$ cat config.mk
export PLATFORM = sky130hd
export DESIGN_NAME = ppmp_front
export DESIGN_NICKNAME = d
export VERILOG_FILES = /design/src/hw/rtl/ppmp_pkg.sv /design/src/hw/rtl/ppmp_queue.sv /design/src/hw/rtl/ppmp_front.sv
export SDC_FILE = /design/constraint.sdc
export NUM_CORES = 1
export LEC_CHECK = 0
export BUFFER_PORTS_ARGS = -buffer_cell sky130_fd_sc_hd__buf_2
export CAP_MARGIN = 20
export CORE_MARGIN = 3
export CORE_UTILIZATION = 45
export DETAILED_ROUTE_END_ITERATION = 10
export SYNTH_ARGS = -nofsm -noshare
export SYNTH_HDL_FRONTEND = slang
export SYNTH_HIERARCHICAL = 1
export SYNTH_SLANG_ARGS = --single-unit
$ cat constraint.sdc
create_clock -name clk -period 21.4 [get_ports clk]
set_input_delay 4.28 -clock clk [delete_from_list [all_inputs] [get_ports clk]]
set_output_delay 4.28 -clock clk [all_outputs]
set_load 0.02 [all_outputs]
$ cat src/hw/rtl/ppmp_pkg.sv
// ----------------------------------------------------------------------------
// ppmp_pkg
// Types, codes and sizes shared by the packed-pixel plotter modules.
// ----------------------------------------------------------------------------
package ppmp_pkg;

  localparam int SCREEN_WIDTH_DEF  = 832;
  localparam int SCREEN_HEIGHT_DEF = 624;
  localparam int STORE_WORDS_DEF   = 524288;

  // Word index of a pixel: an 11-bit row times a 12-bit stride plus an 11-bit offset.
  localparam int IDX_W       = 24;
  localparam int QUEUE_DEPTH = 2;

  localparam logic [0:0] REG_DEPTH  = 1'd0;
  localparam logic [0:0] REG_STRIDE = 1'd1;

  localparam logic       REQ_PLOT = 1'b0;
  localparam logic       REQ_READ = 1'b1;

  localparam logic [1:0] OP_BLACK  = 2'd0;
  localparam logic [1:0] OP_WHITE  = 2'd1;
  localparam logic [1:0] OP_INVERT = 2'd2;
  localparam logic [1:0] OP_BAD    = 2'd3;

  localparam logic [2:0] DEPTH_1  = 3'd0;
  localparam logic [2:0] DEPTH_2  = 3'd1;
  localparam logic [2:0] DEPTH_4  = 3'd2;
  localparam logic [2:0] DEPTH_8  = 3'd3;
  localparam logic [2:0] DEPTH_16 = 3'd4;
  localparam logic [2:0] DEPTH_32 = 3'd5;

  localparam logic [1:0] ST_DONE  = 2'd0;
  localparam logic [1:0] ST_OFF   = 2'd1;
  localparam logic [1:0] ST_BADOP = 2'd2;

  localparam logic [11:0] STRIDE_RESET = 12'd26;

  typedef struct packed {
    logic [1:0]       status;
    logic             is_read;
    logic [1:0]       op;
    logic             wide;
    logic             access;
    logic [31:0]      mask;
    logic [IDX_W-1:0] word_idx;
  } ppmp_cmd_t;

  typedef struct packed {
    logic [1:0] status;
    logic       read_black;
  } ppmp_res_t;

endpackage

$ cat src/hw/rtl/ppmp_queue.sv
// ----------------------------------------------------------------------------
// ppmp_queue
// Small first-in first-out queue of registers with a count.
// ----------------------------------------------------------------------------
module ppmp_queue #(
  parameter int W     = 8,
  parameter int DEPTH = 2
) (
  input  logic         clk,
  input  logic         rst,
  input  logic         wr_en,
  input  logic [W-1:0] wr_data,
  input  logic         rd_en,
  output logic [W-1:0] rd_data,
  output logic         full,
  output logic         empty
);

  localparam int PTR_W = (DEPTH > 1) ? $clog2(DEPTH) : 1;
  localparam int CNT_W = $clog2(DEPTH + 1);

  logic [W-1:0]     data [DEPTH];
  logic [PTR_W-1:0] rd_ptr;
  logic [PTR_W-1:0] wr_ptr;
  logic [CNT_W-1:0] count;
  logic             do_wr;
  logic             do_rd;

  assign full    = (count == CNT_W'(DEPTH));
  assign empty   = (count == '0);
  assign do_wr   = wr_en && !full;
  assign do_rd   = rd_en && !empty;
  assign rd_data = data[rd_ptr];

  always_ff @(posedge clk) begin
    if (rst) begin
      rd_ptr <= '0;
      wr_ptr <= '0;
      count  <= '0;
    end else begin
      if (do_wr) begin
        wr_ptr <= (wr_ptr == PTR_W'(DEPTH - 1)) ? '0 : wr_ptr + 1'b1;
      end
      if (do_rd) begin
        rd_ptr <= (rd_ptr == PTR_W'(DEPTH - 1)) ? '0 : rd_ptr + 1'b1;
      end
      if (do_wr && !do_rd) begin
        count <= count + 1'b1;
      end else if (do_rd && !do_wr) begin
        count <= count - 1'b1;
      end
    end
  end

  always_ff @(posedge clk) begin
    if (do_wr) begin
      data[wr_ptr] <= wr_data;
    end
  end

endmodule

$ cat src/hw/rtl/ppmp_front.sv
// ----------------------------------------------------------------------------
// ppmp_front
// Classifies each request, works out word index and lane mask, and queues it.
// ----------------------------------------------------------------------------
module ppmp_front
  import ppmp_pkg::*;
#(
  parameter int SCREEN_WIDTH  = SCREEN_WIDTH_DEF,
  parameter int SCREEN_HEIGHT = SCREEN_HEIGHT_DEF,
  parameter int STORE_WORDS   = STORE_WORDS_DEF
) (
  input  logic              clk,
  input  logic              rst,
  input  logic              push,
  input  logic              hold,
  output logic              full,
  input  logic              req_type,
  input  logic signed [11:0] pixel_x,
  input  logic signed [11:0] pixel_y,
  input  logic [1:0]        draw_op,
  input  logic [2:0]        depth_mode,
  input  logic [11:0]       line_stride_words,
  input  logic              cmd_pop,
  output ppmp_cmd_t         cmd,
  output logic              cmd_empty
);

  logic             q_full;
  logic             off_screen;
  logic             bad_op;
  logic             depth_ok;
  logic [10:0]      ux;
  logic [10:0]      xw;
  logic [1:0]       lane;
  logic [7:0]       m8;
  logic [31:0]      mask;
  logic [22:0]      row_base;
  logic [IDX_W-1:0] word_idx;
  ppmp_cmd_t        new_cmd;

  assign full = q_full || hold;
  assign ux   = pixel_x[10:0];

  assign off_screen = pixel_x[11] || pixel_y[11]
                   || ($unsigned(pixel_x) >= 12'(SCREEN_WIDTH))
                   || ($unsigned(pixel_y) >= 12'(SCREEN_HEIGHT));
  assign bad_op   = (req_type == REQ_PLOT) && (draw_op == OP_BAD);
  assign depth_ok = (depth_mode <= DEPTH_32);

  always_comb begin
    xw   = ux;
    lane = 2'd0;
    m8   = 8'hFF;
    mask = 32'hFFFF_FFFF;
    unique case (depth_mode)
      DEPTH_1: begin
        xw   = ux >> 5;
        lane = ux[4:3];
        m8   = 8'h80 >> ux[2:0];
      end
      DEPTH_2: begin
        xw   = ux >> 4;
        lane = ux[3:2];
        m8   = 8'hC0 >> {ux[1:0], 1'b0};
      end
      DEPTH_4: begin
        xw   = ux >> 3;
        lane = ux[2:1];
        m8   = 8'hF0 >> {ux[0], 2'b00};
      end
      DEPTH_8: begin
        xw   = ux >> 2;
        lane = ux[1:0];
      end
      DEPTH_16: begin
        xw = ux >> 1;
      end
      default: begin
        xw = ux;
      end
    endcase
    if (depth_mode <= DEPTH_8) begin
      // Byte lane zero is the most significant byte of the word.
      mask = 32'(m8) << {~lane, 3'b000};
    end else if (depth_mode == DEPTH_16) begin
      mask = ux[0] ? 32'h0000_FFFF : 32'hFFFF_0000;
    end
  end

  assign row_base = pixel_y[10:0] * line_stride_words;
  assign word_idx = IDX_W'(row_base) + IDX_W'(xw);

  always_comb begin
    new_cmd.status   = off_screen ? ST_OFF : (bad_op ? ST_BADOP : ST_DONE);
    new_cmd.is_read  = req_type;
    new_cmd.op       = draw_op;
    new_cmd.wide     = (depth_mode >= DEPTH_16);
    new_cmd.access   = !off_screen && !bad_op && depth_ok
                    && (word_idx < IDX_W'(STORE_WORDS));
    new_cmd.mask     = mask;
    new_cmd.word_idx = word_idx;
  end

  ppmp_queue #(
    .W     ($bits(ppmp_cmd_t)),
    .DEPTH (QUEUE_DEPTH)
  ) u_cmd_q (
    .clk     (clk),
    .rst     (rst),
    .wr_en   (push && !hold),
    .wr_data (new_cmd),
    .rd_en   (cmd_pop),
    .rd_data (cmd),
    .full    (q_full),
    .empty   (cmd_empty)
  );

endmodule

==> flow_summary.toml <==
[worst_hold_path]
hold_depth = 2
whs_endpoint = "u_cmd_q/wr_ptr"
hp-class = "flop to flop"
worstHoldStart = "u_cmd_q/wr_ptr"

[power_and_ir_drop]
switching_share_pct = 41.6
peakVddDrop_v = 0.0000654
power.share.clock_pct = 17.8
total_power_mw = 1.56
power.density_nw_per_um2 = 132
switchingPower_mw = 0.649
p_comb_share_pct = 56.6
power_frac_seq_pct = 25.7
p_int_mw = 0.912
power_leakage_nw = 5.10

[synthesis]
synthesis.area_per_instance_um2 = 10.8
synth_warnings = 6
synth_edf_count = 126
yosysUniqueCellTypes = 58
ys_ff_latch = 131
netlist_area_um2 = 10500
async_flop_share_pct = 0
ys.flop_type = "edfxtp_1"
synth-seq-area-share_pct = 37.1
synth_nets = 1186
syn_inst = 972

[final_layout]
layout_commonest_cell = "inv_1"
area_delta_synth_final_pct = 12.7
final_cell_mix = "inv_1, nand2_1, edfxtp_1"
antennaDiodeCount = 0
layout-drive-gt1-share_pct = 20.9
multiInputGateArea_um2 = 5870
fin_nets = 1272
seq_area_um2 = 3880
fin_cells = 1356
fill_cells = 2071

[setup_path]
crit_required_ns = 21.63
r2r-start = "u_cmd_q/count[0]"
path_class = "input pin to flop"
crit_chain = "buf_2, clkinv_1, nand2_1, nand2_1, nand3_1, o21ai_0, fa_1, fa_1, fa_1, fa_1, inv_1, ha_1, o211ai_2, a21oi_2, o41a_1, or4_1, o211a_2, or4_4, nor4_2"
rr_endpoint = "u_cmd_q/data[0][32]"
critPathBufInv = 3
slowest_stage = "fa_1"
r2r_cells = 4
crit_cells = 19
critPathTopFamily = "adder cells"
slowest_delay_ns = 0.54
crit_arrival_ns = 10.06
worstPathMaxFanout = 21
crit_top_cell = "fa_1"
start_kind = "input pin"
critPathLaunch = "depth_mode[1]"
reg2reg_slack_ns = 19.40
end_kind = "flop"

[floorplanning]
start_util_pct = 46.1
core-area_um2 = 22700
fp.dieH_um = 158
boundaryPins = 112
die_w_um = 158
fp.dieArea_um2 = 25100
rows = 55

[clock_network]
cts_inserted_buffers = 17
htreeDepth = 4
cts_sinks = 131
cts_setup_buffers = 0
clock_latency_ns = 0.41
root_buffer = "clkbuf_16"
clkTransAtPathRegs_ns = 0.06
cts_tree = "built"
post_cts_resized = 0
postCtsHoldBufs = 0
clockBufferDepth = 2

[route]
drtIter0Drc = 412
wirelength_mm = 22.3
wl_per_cell_um = 16.4
avgViaCountPerCell = 5.21
via_count = 7067
postRouteAntennaNets = 0
route.detailed.drc = 0
dr.pass1.iters = 5

[sta]
period_minus_slack_ns = 9.83
tns_ns = 0
relSlewSlack_pct = 36.5
setup-violations-final = 0
tightest_slew_ns = 0.946
hold_viol = 0
finalCritPeriodShare_pct = 45.9
drv_slew = 0
fin_skew_ns = 0.00549
fmax_mhz = 102
rsz0062_at_grt = "no"

[place]
dp_hpwl_mm = 16.9
dp.cells = 1324
port_buffers = 111
gp_congestion = 0.899

[global_routing]
grt_pass1_vias = 6612
track_usage_pct = 18.0
grt_overflow_total = 0
grt_pass1_wl_mm = 35.2
antenna_found_initial = 0
grt_max_degree = 64

[outcome]
status = "finished clean"

[run]
maxCapViolCount = 0
[flip-flops by register name, summed over array words and instances (netlist names), named ones only]
name	cells
u_cmd_q/data	126
u_cmd_q/count	2
u_cmd_q/wr_ptr	1
u_cmd_q/rd_ptr	1
[worst register-to-register path, cell delays in order (launching register included)]
cell and delay [ns]:
dfxtp_1 0.43, nor2b_2 0.08, or3_1 0.35, inv_2 0.06, buf_4 0.65
[layout make-up]
cell class	instances	area share (%)
Sequential cell	131	33.0
Multi-Input combinational cell	658	49.8
Clock buffer	17	3.61
Tap cell	285	3.03
Clock inverter	15	1.33
Timing Repair Buffer	114	4.90
Inverter	136	4.33
[routing by layer]
layer / up-vias / global-route usage [%] / part of all wire [%]
met5: - / 0 / 0
met4: 0 / 3.85 / 0.80
met3: 13 / 2.75 / 4.9
met2: 203 / 28.1 / 45
met1: 3457 / 26.8 / 49
li1: 3394 / - / -
[power by group through the flow]
stage	logic (mW)	registers [mW]	clock network, mW
after CTS	0.895	0.401	0.283
after global placement	0.881	0.405	0
final	0.883	0.401	0.278
after detailed placement	0.889	0.406	0
after global routing	1.01	0.404	0.294
after floorplan	0.676	0.404	0
[worst max path at each step]
stage / to / slack, ns
6_report: u_cmd_q/data[1][56] / 11.57
3_3_place_gp: u_cmd_q/data[0][56] / 11.29
3_5_place_dp: u_cmd_q/data[0][56] / 11.18
5_1_grt: u_cmd_q/data[0][56] / 11.23
4_1_cts: u_cmd_q/data[1][56] / 11.61
2_1_floorplan: u_cmd_q/data[0][56] / 11.70
[cells in the mapped netlist, types with 2 or more instances]
master / number / area [µm²]
inv_1: 135 / 507
nand2_1: 128 / 480
edfxtp_1: 126 / 3780
fa_1: 101 / 2020
ha_1: 66 / 826
mux2_2: 66 / 743
and2_1: 61 / 382
o21ai_0: 56 / 280
clkbuf_1: 37 / 139
nor2_1: 37 / 139
a21oi_1: 25 / 125
nand3_1: 14 / 70.1
xor2_1: 12 / 105
o21a_1: 8 / 60.1
nand2b_1: 7 / 43.8
xnor2_1: 7 / 61.3
buf_2: 6 / 30.0
nor3_1: 6 / 30.0
o211ai_1: 6 / 45.0
a211oi_1: 5 / 37.5
dfxtp_1: 5 / 100
mux2i_1: 4 / 40.0
a31oi_1: 3 / 18.8
nor2b_1: 3 / 18.8
nor3b_1: 3 / 22.5
o31ai_1: 3 / 22.5
or3_1: 3 / 18.8
a21boi_0: 2 / 15.0
a21o_1: 2 / 15.0
buf_1: 2 / 7.51
nor4_1: 2 / 12.5
o21ai_1: 2 / 10.0
o31a_1: 2 / 17.5
o41a_1: 2 / 22.5
or2_2: 2 / 12.5
[cell families (layout without fill, tap and decap cells)]
| logic type | after synthesis | count (layout) | synth area share, % |
|---|---|---|---|
| AOI/OAI and AO/OA | 126 | 126 | 7.27 |
| adders and majority gates | 167 | 167 | 27.2 |
| muxes | 70 | 70 | 7.49 |
| and+or+nand+nor | 276 | 276 | 12.6 |
| DFF | 131 | 131 | 37.1 |
| xor gates and xnor gates | 19 | 19 | 1.59 |
| buffers and inverters | 183 | 282 | 6.75 |
[stage by stage]
step / util (%) / area [µm²] / setup slack, ns / hold slack [ns]
finish: 51.9 / 11800 / 11.57 / 0.481
global placement: 49.3 / 11200 / 11.29 / 0.472
floorplan: - / 10500 / 11.70 / 0.452
CTS: 51.9 / 11800 / 11.61 / 0.482
global route: 51.9 / 11800 / 11.23 / 0.499
detailed placement: 49.3 / 11200 / 11.18 / 0.475
(Power assumes the default switching activity.)
